**src/design/pte_pkg.sv**
```systemverilog
// Package for the periodic timer expiry block: payload structs, codes, constants
// and the command/status types between controller and datapath.
// No dependencies.
package pte_pkg;

  localparam logic [63:0] NS_PER_SEC = 64'd1000000000;
  // 2^32 modulo 1e9, used to fold the high word when splitting at 1e9.
  localparam logic [28:0] NS_WRAP    = 29'd294967296;

  typedef enum logic [1:0] {
    OP_QUERY = 2'd0,
    OP_READ  = 2'd1,
    OP_ARM   = 2'd2,
    OP_SPARE = 2'd3
  } opcode_t;

  typedef enum logic [1:0] {
    ST_OK         = 2'd0,
    ST_WOULDBLOCK = 2'd1,
    ST_NOTARMED   = 2'd2,
    ST_RETRY      = 2'd3
  } status_t;

  typedef enum logic [1:0] {
    REG_NONBLOCKING = 2'd0,
    REG_REALTIME    = 2'd1,
    REG_OFFSET      = 2'd2
  } reg_idx_t;

  typedef struct packed {
    logic [1:0]  opcode;
    logic [63:0] now_ns;
    logic        absolute;
    logic [31:0] period_sec;
    logic [29:0] period_nsec;
    logic [31:0] initial_sec;
    logic [29:0] initial_nsec;
  } in_item_t;

  typedef struct packed {
    logic [1:0]  status;
    logic [63:0] expirations;
    logic        readable;
    logic [34:0] period_out_sec;
    logic [29:0] period_out_nsec;
    logic [34:0] remaining_sec;
    logic [29:0] remaining_nsec;
  } out_item_t;

  // Controller states.
  typedef enum logic [3:0] {
    S_IDLE,
    S_EVAL,
    S_DIV_PER,
    S_WAIT_PER,
    S_DIV_LEFT,
    S_WAIT_LEFT,
    S_DIV_LATE,
    S_WAIT_LATE,
    S_UPDATE,
    S_OUT
  } state_t;

  // Divider operand selection.
  typedef enum logic [1:0] {
    DSEL_PERIOD,
    DSEL_LEFT,
    DSEL_LATE
  } dsel_t;

  typedef struct packed {
    logic  load_item;
    logic  eval;
    logic  div_start;
    dsel_t div_sel;
    logic  capture_per;
    logic  capture_left;
    logic  capture_late;
    logic  update;
    logic  out_load;
  } ctl_cmd_t;

  typedef struct packed {
    logic div_done;
    logic need_late;
  } dp_stat_t;

endpackage

```
**src/design/pte_ctrl.sv**
```systemverilog
// Controller state machine: sequences evaluation, up to three divisions and update.
// Depends on pte_pkg.
module pte_ctrl (
  input  logic             clk,
  input  logic             rst_n,
  input  logic             in_valid,
  output logic             in_stall,
  output logic             out_valid,
  input  logic             out_stall,
  input  pte_pkg::dp_stat_t stat,
  output pte_pkg::ctl_cmd_t cmd
);
  import pte_pkg::*;

  state_t state_r, state_nxt;
  logic   ov_r, ov_nxt;

  always_ff @(posedge clk) begin
    if (!rst_n) begin
      state_r <= S_IDLE;
      ov_r    <= 1'b0;
    end else begin
      state_r <= state_nxt;
      ov_r    <= ov_nxt;
    end
  end

  // Next state and commands.
  always_comb begin
    state_nxt = state_r;
    ov_nxt    = ov_r;
    cmd       = '0;
    cmd.div_sel = DSEL_PERIOD;
    if (ov_r && !out_stall) ov_nxt = 1'b0;
    case (state_r)
      S_IDLE: begin
        if (in_valid) begin
          cmd.load_item = 1'b1;
          state_nxt = S_EVAL;
        end
      end
      S_EVAL: begin
        cmd.eval  = 1'b1;
        state_nxt = S_DIV_PER;
      end
      S_DIV_PER: begin
        cmd.div_start = 1'b1;
        cmd.div_sel   = DSEL_PERIOD;
        state_nxt     = S_WAIT_PER;
      end
      S_WAIT_PER: begin
        if (stat.div_done) begin
          cmd.capture_per = 1'b1;
          state_nxt = S_DIV_LEFT;
        end
      end
      S_DIV_LEFT: begin
        cmd.div_start = 1'b1;
        cmd.div_sel   = DSEL_LEFT;
        state_nxt     = S_WAIT_LEFT;
      end
      S_WAIT_LEFT: begin
        if (stat.div_done) begin
          cmd.capture_left = 1'b1;
          state_nxt = stat.need_late ? S_DIV_LATE : S_UPDATE;
        end
      end
      S_DIV_LATE: begin
        cmd.div_start = 1'b1;
        cmd.div_sel   = DSEL_LATE;
        state_nxt     = S_WAIT_LATE;
      end
      S_WAIT_LATE: begin
        if (stat.div_done) begin
          cmd.capture_late = 1'b1;
          state_nxt = S_UPDATE;
        end
      end
      S_UPDATE: begin
        cmd.update = 1'b1;
        state_nxt  = S_OUT;
      end
      S_OUT: begin
        // Wait until the output register is free.
        if (!ov_r || !out_stall) begin
          cmd.out_load = 1'b1;
          ov_nxt    = 1'b1;
          state_nxt = S_IDLE;
        end
      end
      default: state_nxt = S_IDLE;
    endcase
  end

  assign in_stall  = (state_r != S_IDLE);
  assign out_valid = ov_r;

endmodule

```
**config.mk**
```make
export PLATFORM = sky130hd
export DESIGN_NAME = pte_ctrl
export DESIGN_NICKNAME = d
export VERILOG_FILES = /design/src/design/pte_pkg.sv /design/src/design/pte_ctrl.sv
export SDC_FILE = /design/constraint.sdc
export NUM_CORES = 1
export LEC_CHECK = 0
export BUFFER_PORTS_ARGS = -buffer_cell sky130_fd_sc_hd__buf_2
export CORE_AREA = 2 2 39 41
export CTS_BUF_LIST = sky130_fd_sc_hd__clkbuf_16
export CTS_CLUSTER_DIAMETER = 200
export DETAILED_ROUTE_END_ITERATION = 7
export DIE_AREA = 0 0 41 43
export GPL_TIMING_DRIVEN = 1
export SLEW_MARGIN = 20
export SYNTH_ARGS = -nofsm -noshare
export SYNTH_HDL_FRONTEND = slang
export SYNTH_SLANG_ARGS = --single-unit
```
**constraint.sdc**
```tcl
create_clock -name clk -period 3 [get_ports clk]
set_input_delay 0.3 -clock clk [delete_from_list [all_inputs] [get_ports clk]]
set_output_delay 0.3 -clock clk [all_outputs]
set_load 0.05 [all_outputs]
```
==> metrics.txt <==
initial antenna violation count=0; number of hold violations in the final report=0; power after layout=422.1 µW; Starting Density=31.19%; critical path peak fanout=14; post-CTS sizing=0; via count=439; setup slack, reg-to-reg=1.56 ns; IO Pins=18; DP HPWL=689.7 µm; VDD IR-drop max=0.2341 mV; Routed Wire Length=949 µm; final core occ=42.50%; Syn. warnings=0; DRT met1 WL=473 µm; sequential area share after synthesis=23.19%; startpoint types=register; Syn Area/Cell=7.708 µm²; Yosys top cell area share=23.19%; largest stage delay on the critical path=0.60 ns; CP endpoint kind=output pin; DP Worst Slack=1.266 ns; Gate Count Post-Synth=56; clock tree root buffer cell=clkbuf_16; kind of critical path=register to output pin; die width=41 µm; Die Area=1763 µm²; RSZ-0062 raised after global routing=no; area leader, netlist=dfxtp_1; CTS Sinks=5; top layer in use=met3; Critical Path Slowest Stage Cell=dfxtp_1; DR WL met2=442 µm; TNS Setup=0 ns; worst hold path cell count=3; # Max-Cap Violations=0; largest family of logic cells by synthesized area=simple AND/OR/NAND/NOR gates; Buffers on Ports=17; Slew @ Worst Pin=0.4686 ns; All-Layer GR Usage=11.12%; Tmin final=1.955 ns; Antenna Cells=0; critical path data arrival time=1.66 ns; Adder-Cell Fraction of Synth Area=0%; syn nets=62; Compound-Gate Fraction of Synth Area=19.42%; cell chain of the critical path=nor2b_1, nand2_1, nor3b_1, buf_2; Worst Clk Skew=0.0006349 ns; Routed Antenna Nets=0; vias per cell=4.933; min-delay worst type=primary input to register; R2R Path Start=state_r[2]; Pre-antenna DRT Iters=4; Setup-failing EPs final=0; share of layout cells above drive strength 1=35.62%; Yosys reg bits=5; CORE AREA=1384 µm²; first-pass GRT wire length=1366 µm; reg2reg end=state_r[3]; Worst-path clk slew=0.03 ns; CTS tree=done; slew margin rel.=68.72%; Max Fclk=511.5 MHz; Final Worst Setup Slack=1.045 ns; Synth Cell Area=431.7 µm²; Pleak=0.2668 nW; DR iter-0 viols=4; commonest non-fill, non-tap cell in the layout=buf_2; gp weighted congestion=0.6730; vias in the first global route=337; hold path endpoint=state_r[3]; mux share of post-synthesis cell area=4.638%; hold path start=rst_n; clk buf depth=2; status=completed; met3 wire len=34 µm; Area Overhead vs Synth=36.23%; Die Ht=43 µm; Synth area leaders=dfxtp_1 (23%), nand2_1 (6.1%), nor2_1 (6.1%); grt ovf=0; Routed WL per cell=10.66 µm; cts hold-fix bufs=0; number of nets in the layout=80; cells on worst reg2reg path=4; CTS buffer count=3; fin crit share=65.17%; Post-CTS Setup Inserts=0; post-synthesis simple-gate area fraction=45.22%; Distinct cells, synth=25; critical path data required time=2.70 ns; H-tree depth=1; PwrDens=717.9 nW/µm²; DRC violations left=0; Worst-Skew Late Latency=0.22 ns; most frequent cells in the layout=buf_2 (17), nand2_1 (7), nor2_1 (7), o21ai_0 (5), dfxtp_1 (5); largest net degree at the start of global routing=15; row count=14; area share of xor/xnor cells in the synthesized design=0%; count of pins over their slew limit=0
## routing by layer
layer / vias to the layer above / global-route usage (%)
li1: 229 / -
met1: 202 / 14.38
met2: 8 / 16.88
met3: 0 / 3.141
met4: 0 / 4.000
met5: - / 0
## cells by family (layout without fill, tap and decap cells)
kind of cell,count (synthesis),count (layout)
buffers and inverters,5,22
DFF,5,5
muxes,2,2
and+or+nand+nor,32,32
AOI/OAI and AO/OA,12,12
## power by group
| group | switching, mW | internal, mW | leakage [nW] | total [mW] |
|---|---|---|---|---|
| Sequential | 0.0181 | 0.0722 | 0.0407 | 0.0902 |
| Clock | 0.0421 | 0.174 | 0.0409 | 0.216 |
| Combinational | 0.0748 | 0.0411 | 0.185 | 0.116 |
| Total | 0.135 | 0.287 | 0.267 | 0.422 |
## flip-flops by register name (all words and copies together) (netlist names)
register,cells
out_valid,1
state_r,4
## cell type report
type,count,area (µm²)
Inverter,1,3.754
Multi-Input combinational cell,46,299.0
Clock buffer,3,75.07
Sequential cell,5,100.1
Clock inverter,1,5.005
Fill cell,151,795.8
Timing Repair Buffer,17,85.08
Tap cell,16,20.02
## worst max path at each step
stage | startpoint | to | depth (start not counted)
after floorplan | state_r[0] | cmd[4] | 3
after global placement | state_r[0] | cmd[4] | 4
after detailed placement | state_r[0] | cmd[4] | 4
after CTS | state_r[0] | cmd[4] | 4
after global routing | state_r[0] | cmd[4] | 4
final | state_r[0] | cmd[4] | 4
## through the flow
| stage | std cells | hold slack (ns) | cell area [µm²] |
|---|---|---|---|
| global route | 89 | 0.3850 | 588.1 |
| CTS | 89 | 0.3700 | 588.1 |
| floorplan | 56 | 0.4357 | 431.7 |
| detailed placement | 85 | 0.5669 | 508.0 |
| finish | 89 | 0.3738 | 588.1 |
| global placement | 85 | 0.5532 | 508.0 |
## cell usage after synthesis (all sizes together)
cell type  instances
a311oi             1
inv                1
mux2i              2
nand4bb            1
a21oi              2
or2                1
nor3b              3
nor2               7
nand2              7
and2               1
o22ai              1
nand2b             2
a21boi             2
nor3               3
nor2b              4
nor4               1
and3               1
buf                4
dfxtp              5
and3b              1
o21ai              5
a31oi              1
## critical path, delay by kind of cell, from the launching register on
family	cells	cell delay, ns
flops	1	0.60
simple gates	3	0.54
buf+inv	1	0.29
(Power assumes the default switching activity.)
